<file path="config.mk">
export PLATFORM = sky130hd
export DESIGN_NAME = multi_button_debounce_fsm_unit
export DESIGN_NICKNAME = d
export VERILOG_FILES = /design/src/hdl/mbd_pkg.sv /design/src/hdl/multi_button_debounce_fsm_unit.sv /design/src/hdl/mbd_button.sv /design/src/hdl/mbd_rsp_reg.sv
export SDC_FILE = /design/constraint.sdc
export NUM_CORES = 1
export LEC_CHECK = 0
export CAP_MARGIN = 20
export CORE_UTILIZATION = 40
export CTS_CLUSTER_DIAMETER = 40
export CTS_CLUSTER_SIZE = 16
export DETAILED_ROUTE_END_ITERATION = 10
export DONT_BUFFER_PORTS = 1
export PLACE_DENSITY = 0.6
export SYNTH_ARGS = -nofsm -noshare
export SYNTH_HDL_FRONTEND = slang
export SYNTH_HIERARCHICAL = 1
export SYNTH_SLANG_ARGS = --single-unit
</file>
<file path="constraint.sdc">
create_clock -name clock -period 2.75 [get_ports clock]
set_clock_uncertainty 0.05 [all_clocks]
set_input_delay 0.1375 -clock clock [delete_from_list [all_inputs] [get_ports clock]]
set_output_delay 0.1375 -clock clock [all_outputs]
set_load 0.01 [all_outputs]
</file>
<file path="src/hdl/mbd_pkg.sv">
package mbd_pkg;

   // storage default
   localparam int MBD_NUM_BUTTONS_DEFAULT = 4;

   // field widths
   localparam int LOCKOUT_W   = 16;
   localparam int MASK_W      = 4;
   localparam int IDX_W       = 2;
   localparam int LEVELS_W    = 4;
   localparam int CSR_DATA_W  = 16;
   localparam int CSR_INDEX_W = 1;

   // register indexes
   localparam logic [CSR_INDEX_W-1:0] CSR_LOCKOUT_TICKS = 1'd0;
   localparam logic [CSR_INDEX_W-1:0] CSR_ENABLED_MASK  = 1'd1;

   // register reset values
   localparam logic [LOCKOUT_W-1:0] LOCKOUT_TICKS_RESET = 16'd50;
   localparam logic [MASK_W-1:0]    ENABLED_MASK_RESET  = 4'd0;

   // request commands
   localparam logic CMD_EDGE = 1'b0;
   localparam logic CMD_TICK = 1'b1;

   // event kinds
   localparam logic KIND_PRESS   = 1'b0;
   localparam logic KIND_RELEASE = 1'b1;

   // control from the top level to one button cell
   typedef struct packed {
      logic                 go;
      logic                 tick;
      logic                 edge_hit;
      logic                 level;
      logic                 level_now;
      logic                 enabled;
      logic [LOCKOUT_W-1:0] lockout_ticks;
   } btn_ctrl_type;

   // report from one button cell
   typedef struct packed {
      logic fire;
      logic is_release;
   } btn_rpt_type;

endpackage

</file>
<file path="src/hdl/multi_button_debounce_fsm_unit.sv">
// Channel   Direction  Handshake           Payload
// req_      in         req_valid/req_stall command, button_index, level, levels_now
// rsp_      out        rsp_valid/rsp_stall event_button, event_kind
// csr_      in         csr_write_enable    csr_index, csr_write_data
//
// One request per cycle sustained unless a reporting request is held by rsp_stall.
// A request is registered in the input register, then updates the per-button
// state and, for a reported edge, loads the output register.
// Reset (synchronous): every button up with a zero counter, lockout 50,
// all buttons disabled, both registers empty.
// rsp_stall holds the response; only a request that would report is held
// behind it, ticks and ignored edges still pass.
module multi_button_debounce_fsm_unit #(
   parameter int NUM_BUTTONS = mbd_pkg::MBD_NUM_BUTTONS_DEFAULT
) (
   input  logic                            clock,
   input  logic                            reset,
   // request channel
   input  logic                            req_valid,
   output logic                            req_stall,
   input  logic                            req_command,
   input  logic [mbd_pkg::IDX_W-1:0]       req_button_index,
   input  logic                            req_level,
   input  logic [mbd_pkg::LEVELS_W-1:0]    req_levels_now,
   // response channel
   output logic                            rsp_valid,
   input  logic                            rsp_stall,
   output logic [mbd_pkg::IDX_W-1:0]       rsp_event_button,
   output logic                            rsp_event_kind,
   // register write port
   input  logic                            csr_write_enable,
   input  logic [mbd_pkg::CSR_INDEX_W-1:0] csr_index,
   input  logic [mbd_pkg::CSR_DATA_W-1:0]  csr_write_data
);
   import mbd_pkg::*;

   // configuration registers
   logic [LOCKOUT_W-1:0] lockout_ticks_ff;
   logic [MASK_W-1:0]    enabled_mask_ff;

   always_ff @(posedge clock) begin
      if (reset) begin
         lockout_ticks_ff <= LOCKOUT_TICKS_RESET;
         enabled_mask_ff  <= ENABLED_MASK_RESET;
      end else if (csr_write_enable) begin
         case (csr_index)
            CSR_LOCKOUT_TICKS: lockout_ticks_ff <= csr_write_data[LOCKOUT_W-1:0];
            CSR_ENABLED_MASK:  enabled_mask_ff  <= csr_write_data[MASK_W-1:0];
            default: begin
               lockout_ticks_ff <= lockout_ticks_ff;
               enabled_mask_ff  <= enabled_mask_ff;
            end
         endcase
      end
   end

   // input register
   logic                s1_valid_ff, s1_valid_in;
   logic                s1_cmd_ff;
   logic [IDX_W-1:0]    s1_idx_ff;
   logic                s1_level_ff;
   logic [LEVELS_W-1:0] s1_levels_ff;

   logic                   req_accept;
   logic                   s1_go;
   logic                   any_fire;
   logic                   fire_kind;
   logic                   rsp_space;
   logic [NUM_BUTTONS-1:0] fire_vec;
   logic [NUM_BUTTONS-1:0] kind_vec;

   // a reporting request waits for room in the output register
   assign s1_go      = s1_valid_ff && (!any_fire || rsp_space);
   assign req_stall  = s1_valid_ff && !s1_go;
   assign req_accept = req_valid && !req_stall;

   always_comb begin
      if (req_accept) begin
         s1_valid_in = 1'b1;
      end else if (s1_go) begin
         s1_valid_in = 1'b0;
      end else begin
         s1_valid_in = s1_valid_ff;
      end
   end

   always_ff @(posedge clock) begin
      if (reset) begin
         s1_valid_ff <= 1'b0;
      end else begin
         s1_valid_ff <= s1_valid_in;
      end
   end

   always_ff @(posedge clock) begin
      if (req_accept) begin
         s1_cmd_ff    <= req_command;
         s1_idx_ff    <= req_button_index;
         s1_level_ff  <= req_level;
         s1_levels_ff <= req_levels_now;
      end
   end

   // one cell per button; buttons past the mask width stay disabled
   for (genvar i = 0; i < NUM_BUTTONS; i++) begin : g_btn
      btn_ctrl_type ctrl;
      btn_rpt_type  rpt;
      logic         edge_hit_w;
      logic         level_now_w;
      logic         enabled_w;

      if (i < MASK_W) begin : g_wired
         assign edge_hit_w  = (s1_cmd_ff == CMD_EDGE) && (s1_idx_ff == IDX_W'(i));
         assign level_now_w = s1_levels_ff[i];
         assign enabled_w   = enabled_mask_ff[i];
      end else begin : g_unwired
         assign edge_hit_w  = 1'b0;
         assign level_now_w = 1'b0;
         assign enabled_w   = 1'b0;
      end

      always_comb begin
         ctrl.go            = s1_go;
         ctrl.tick          = (s1_cmd_ff == CMD_TICK);
         ctrl.edge_hit      = edge_hit_w;
         ctrl.level         = s1_level_ff;
         ctrl.level_now     = level_now_w;
         ctrl.enabled       = enabled_w;
         ctrl.lockout_ticks = lockout_ticks_ff;
      end

      mbd_button u_button (
         .clock (clock),
         .reset (reset),
         .ctrl  (ctrl),
         .rpt   (rpt)
      );

      assign fire_vec[i] = rpt.fire;
      assign kind_vec[i] = rpt.is_release;
   end

   // at most one cell fires, so an OR picks its kind
   assign any_fire  = |fire_vec;
   assign fire_kind = (|(fire_vec & kind_vec)) ? KIND_RELEASE : KIND_PRESS;

   mbd_rsp_reg u_rsp_reg (
      .clock            (clock),
      .reset            (reset),
      .load             (s1_go && any_fire),
      .load_button      (s1_idx_ff),
      .load_kind        (fire_kind),
      .space            (rsp_space),
      .rsp_valid        (rsp_valid),
      .rsp_stall        (rsp_stall),
      .rsp_event_button (rsp_event_button),
      .rsp_event_kind   (rsp_event_kind)
   );

   // only an edge request can report
   a_fire_is_edge: assert property (@(posedge clock) disable iff (reset)
      any_fire |-> (s1_valid_ff || !s1_go) && s1_cmd_ff == CMD_EDGE)
      else $error("tick request reported an event");

   // at most one button reports per request
   a_single_fire: assert property (@(posedge clock) disable iff (reset)
      $onehot0(fire_vec))
      else $error("more than one button reported");

   // a held response is never overwritten
   a_no_overwrite: assert property (@(posedge clock) disable iff (reset)
      rsp_valid && rsp_stall |-> !(s1_go && any_fire))
      else $error("held response overwritten");

   // a request held in the input register stays until it moves on
   a_s1_hold: assert property (@(posedge clock) disable iff (reset)
      s1_valid_ff && !s1_go |=> s1_valid_ff && $stable(s1_idx_ff) && $stable(s1_cmd_ff))
      else $error("stalled request lost");

endmodule

</file>
<file path="src/hdl/mbd_button.sv">
module mbd_button (
   input  logic                 clock,
   input  logic                 reset,
   input  mbd_pkg::btn_ctrl_type ctrl,
   output mbd_pkg::btn_rpt_type  rpt
);
   import mbd_pkg::*;

   typedef enum logic [1:0] {
      MODE_UP         = 2'd0,
      MODE_DOWN       = 2'd1,
      MODE_DEBOUNCING = 2'd2
   } mode_type;

   mode_type             mode_ff, mode_in;
   logic [LOCKOUT_W-1:0] count_ff, count_in;

   // reported edge: up with press level, or down with release level
   always_comb begin
      rpt.fire = ctrl.edge_hit && ctrl.enabled &&
                 ((mode_ff == MODE_UP && ctrl.level) ||
                  (mode_ff == MODE_DOWN && !ctrl.level));
      rpt.is_release = (mode_ff == MODE_DOWN);
   end

   always_comb begin
      mode_in  = mode_ff;
      count_in = count_ff;
      if (ctrl.go) begin
         if (rpt.fire) begin
            mode_in  = MODE_DEBOUNCING;
            count_in = ctrl.lockout_ticks;
         end else if (ctrl.tick && ctrl.enabled) begin
            case (mode_ff)
               MODE_DEBOUNCING: begin
                  if (count_ff <= LOCKOUT_W'(1)) begin
                     count_in = '0;
                     mode_in  = ctrl.level_now ? MODE_DOWN : MODE_UP;
                  end else begin
                     count_in = count_ff - LOCKOUT_W'(1);
                  end
               end
               default: begin
                  mode_in  = mode_ff;
                  count_in = count_ff;
               end
            endcase
         end
      end
   end

   always_ff @(posedge clock) begin
      if (reset) begin
         mode_ff  <= MODE_UP;
         count_ff <= '0;
      end else begin
         mode_ff  <= mode_in;
         count_ff <= count_in;
      end
   end

endmodule

</file>
<file path="src/hdl/mbd_rsp_reg.sv">
module mbd_rsp_reg (
   input  logic                      clock,
   input  logic                      reset,
   input  logic                      load,
   input  logic [mbd_pkg::IDX_W-1:0] load_button,
   input  logic                      load_kind,
   output logic                      space,
   output logic                      rsp_valid,
   input  logic                      rsp_stall,
   output logic [mbd_pkg::IDX_W-1:0] rsp_event_button,
   output logic                      rsp_event_kind
);
   import mbd_pkg::*;

   logic             valid_ff, valid_in;
   logic [IDX_W-1:0] button_ff;
   logic             kind_ff;

   // free, or emptying this cycle
   assign space = !valid_ff || !rsp_stall;

   always_comb begin
      if (load) begin
         valid_in = 1'b1;
      end else if (!rsp_stall) begin
         valid_in = 1'b0;
      end else begin
         valid_in = valid_ff;
      end
   end

   always_ff @(posedge clock) begin
      if (reset) begin
         valid_ff <= 1'b0;
      end else begin
         valid_ff <= valid_in;
      end
   end

   always_ff @(posedge clock) begin
      if (load) begin
         button_ff <= load_button;
         kind_ff   <= load_kind;
      end
   end

   assign rsp_valid        = valid_ff;
   assign rsp_event_button = button_ff;
   assign rsp_event_kind   = kind_ff;

endmodule
</file>
==> qor.yml <==
max-cap-violations: 0
yosysTopAreaCell: "dfxtp_1"
io_pins: 35
drtIter0Drc: 654
crit_fanout: 11
slew_violations: 0
rows: 43
cp_num_buf_inv: 2
vias: 5560
power_frac_clock_pct: 42.1
n_antenna_cell: 0
p_int_mw: 2.37
ys_warn_count: 6
cp.arrival_ns: 2.88
syn_area_per_cell_sq_um: 8.44
postRouteAntennaNets: 0
grt_usage_pct: 24.2
grt_max_degree: 82
ys_ff_latch: 105
synthTopCellsByArea: "dfxtp_1 33%, a21oi_1 5.8%, edfxtp_1 5.8%"
crit_top_cell: "nand3_1"
dr.pass1.iters: 5
crit_type: "reg2reg"
chipWidth_um: 122
finalCriticalPeriod_ns: 2.65
grt_pass1_wl_um: 27200
final_hold_viol_count: 0
max_freq_ghz: 0.377
crit_chain: "xor2_1, nand3_1, inv_1, nor4_4, o21a_2, nand3_2, nor2b_4, buf_4, nand3_1, a21oi_1"
syn_area_sq_um: 5740
synth_cell_types: 58
path_delay_family: "simple AND/OR/NAND/NOR gates"
leakage_nw: 2.54
cpPeakStageDelay_ns: 0.53
outcome: "finished, final reports clean"
required_ns: 2.97
dpl.hpwl_um: 11600
design.core.area_sq_um: 13900
drive_above_1_share_pct: 14.1
clk_latency_ns: 0.35
fillers: 1338
drc_errors: 0
htree_levels: 3
cp_slowest_cell: "edfxtp_1"
wl_per_cell_um: 19.5
rsz0062_at_grt: "true"
fin_crit_sh_pct: 96.5
cts.reportedPaths.clkPinSlew_ns: 0.07
drt-total-wl_um: 17800
initial_core_util_pct: 41.2
io_buffers: 0
grt_pass1_vias: 5090
seq_area_frac_synth_pct: 38.6
power.total_mw: 3.07
die_h_um: 122
worstMarginPinSlew_ns: 0.787
ir_worst_vdd_mv: 0.335
startpoint_type: "register"
syn_nets: 718
vias_per_cell: 6.09
grt_remaining_overflow: 0
hold_slack_ns: 0.0125
p_sw_share_pct: 22.8
clockBufferDepth: 2
hold_class: "in2reg"
syn_inst: 680
nets: 767
slew_headroom_pct: 47.3
ys.flop_type: "dfxtp_1"
grt_antenna_before_repair: 0
cts_sinks: 105
cts_tree: "done"
cts-root-buf: "clkbuf_16"
setup_violations: 0
synth_edf_count: 11
power.share.sequential_pct: 52.8
powerDensity_nw_per_um2: 456
fin_util_pct: 48.3
synth_top_area_share_pct: 32.8
dieArea_sq_um: 14800
endpoint_kind: "register"
gp_congestion: 0.913
syn2layout_area_growth_pct: 17.3
p_comb_share_pct: 5.2
async_flop_share_pct: 0
power_switching_mw: 0.699
cts_buffers: 9
[stage by stage]
stage | setup TNS (ns) | instances | setup WS [ns] | instance area [sq um]
4_1_cts | 0 | 906 | 0.0573 | 6630
6_report | 0 | 913 | 0.0960 | 6730
3_5_place_dp | -0.358 | 855 | -0.0423 | 5960
3_3_place_gp | -0.170 | 855 | -0.0469 | 5960
2_1_floorplan | 0 | 680 | 0.184 | 5740
5_1_grt | -0.303 | 913 | -0.0723 | 6730
[worst reg2reg max path, cell delays in order (launching register included)]
cell      delay (ns)
edfxtp_1        0.53
xor2_1          0.23
nand3_1         0.14
inv_1           0.09
nor4_4          0.30
o21a_2          0.30
nand3_2         0.28
nor2b_4         0.24
buf_4           0.18
nand3_1         0.08
a21oi_1         0.15
[cell usage after synthesis (6+ instances only)]
library cell / instances
xor2_1: 10
a21oi_2: 7
nor4_1: 11
inv_1: 17
nor2_1: 63
a221oi_1: 10
nand2_2: 14
clkbuf_1: 16
a21oi_1: 67
dfxtp_1: 94
nor3b_1: 8
a221o_1: 8
and2_1: 6
ha_1: 8
a21o_1: 8
o211ai_1: 6
xnor2_1: 6
o21ai_1: 8
a22oi_1: 18
nand2_1: 81
a222oi_1: 18
and3_1: 8
buf_6: 6
nor3_1: 27
o21ai_0: 22
nor2b_1: 19
nand3_1: 26
edfxtp_1: 11
[layout by cell type (no fill, tap or decap), types with 10 or more instances in the layout]
cell           count
nand3_1           26
o21ai_0           22
a21oi_1           67
buf_4             26
edfxtp_1          11
dlygate4sd3_1     36
nand2_2           14
nand2_1           81
a22oi_1           18
nor3_1            25
nor2b_1           15
nor2_1            63
a222oi_1          18
a221oi_1          10
dfxtp_1           94
xor2_1            10
inv_1             17
nor4_1            10
[logic make-up (layout without fill, tap and decap cells)]
group	Yosys count	count (layout)	synth area share, %
fa+ha+maj	8	8	1.74
flops	105	105	38.6
simple gates	307	309	29.2
xor+xnor	16	16	2.44
compound gates	195	196	23.4
buf+inv	49	99	4.64
[path summary, 6_finish.rpt]
kind,cells after the start,slack [ns],endpoint,start
setup reg to reg,10,0.1,g_btn[2].u_button/count_ff[13]$_SDFFE_PP0P_,s1_level_ff$_DFFE_PP_
hold reg to reg,2,0.43,g_btn[0].u_button/count_ff[8]$_SDFFE_PP0P_,g_btn[0].u_button/count_ff[8]$_SDFFE_PP0P_
hold / removal,3,0.01,g_btn[1].u_button/count_ff[14]$_SDFFE_PP0P_,reset
setup / recovery,10,0.1,g_btn[2].u_button/count_ff[13]$_SDFFE_PP0P_,s1_level_ff$_DFFE_PP_
[power by group through the flow]
stage	Combinational, mW	Sequential (mW)	Clock (mW)
global placement	0.0765	1.65	0
CTS	0.146	1.62	1.32
finish	0.158	1.62	1.29
floorplan	0.0846	1.62	0
detailed placement	0.0780	1.65	0
global route	0.169	1.62	1.38
[flip-flops by register name, summed over array words and instances, names as in the netlist]
| register | flops |
|---|---|
| s1_levels_ff | 4 |
| s1_level_ff | 1 |
| u_rsp_reg/rsp_valid | 1 |
| s1_idx_ff | 2 |
| enabled_mask_ff | 4 |
| u_rsp_reg/rsp_event_button | 2 |
| s1_valid_ff | 1 |
| u_rsp_reg/rsp_event_kind | 1 |
| s1_cmd_ff | 1 |
| g_btn.u_button/mode_ff | 8 |
| lockout_ticks_ff | 16 |
| g_btn.u_button/count_ff | 64 |
[timing repair]
| action | CTS | global route |
|---|---|---|
| cloned | 0 | 3 |
| pin swaps | 0 | 4 |
| setup buffers | 0 | 3 |
| hold buffers | 36 | 1 |
| resized for setup | 2 | 12 |
| endpoints found under the setup margin | 45 | 46 |
| hold endpoints to repair | 89 | 3 |
[layout make-up]
| cell class | count | area (sq um) | area share (%) |
|---|---|---|---|
| clock inverter | 3 | 41.3 | 0.614 |
| clock buffer | 12 | 246 | 3.66 |
| sequential | 105 | 2210 | 32.9 |
| inverter | 19 | 71.3 | 1.06 |
| tap | 180 | 225 | 3.35 |
| multi-input combinational | 529 | 3330 | 49.4 |
| timing repair buffer | 65 | 606 | 9.00 |
[layer usage]
| metal | part of all wire (%) | global-route usage (%) |
|---|---|---|
| met3 | 8.1 | 6.65 |
| met4 | 2.2 | 6.56 |
| met2 | 44 | 36.9 |
| met1 | 45 | 33.2 |
| met5 | 0 | 0 |
Power figures use the tool's default switching activity.
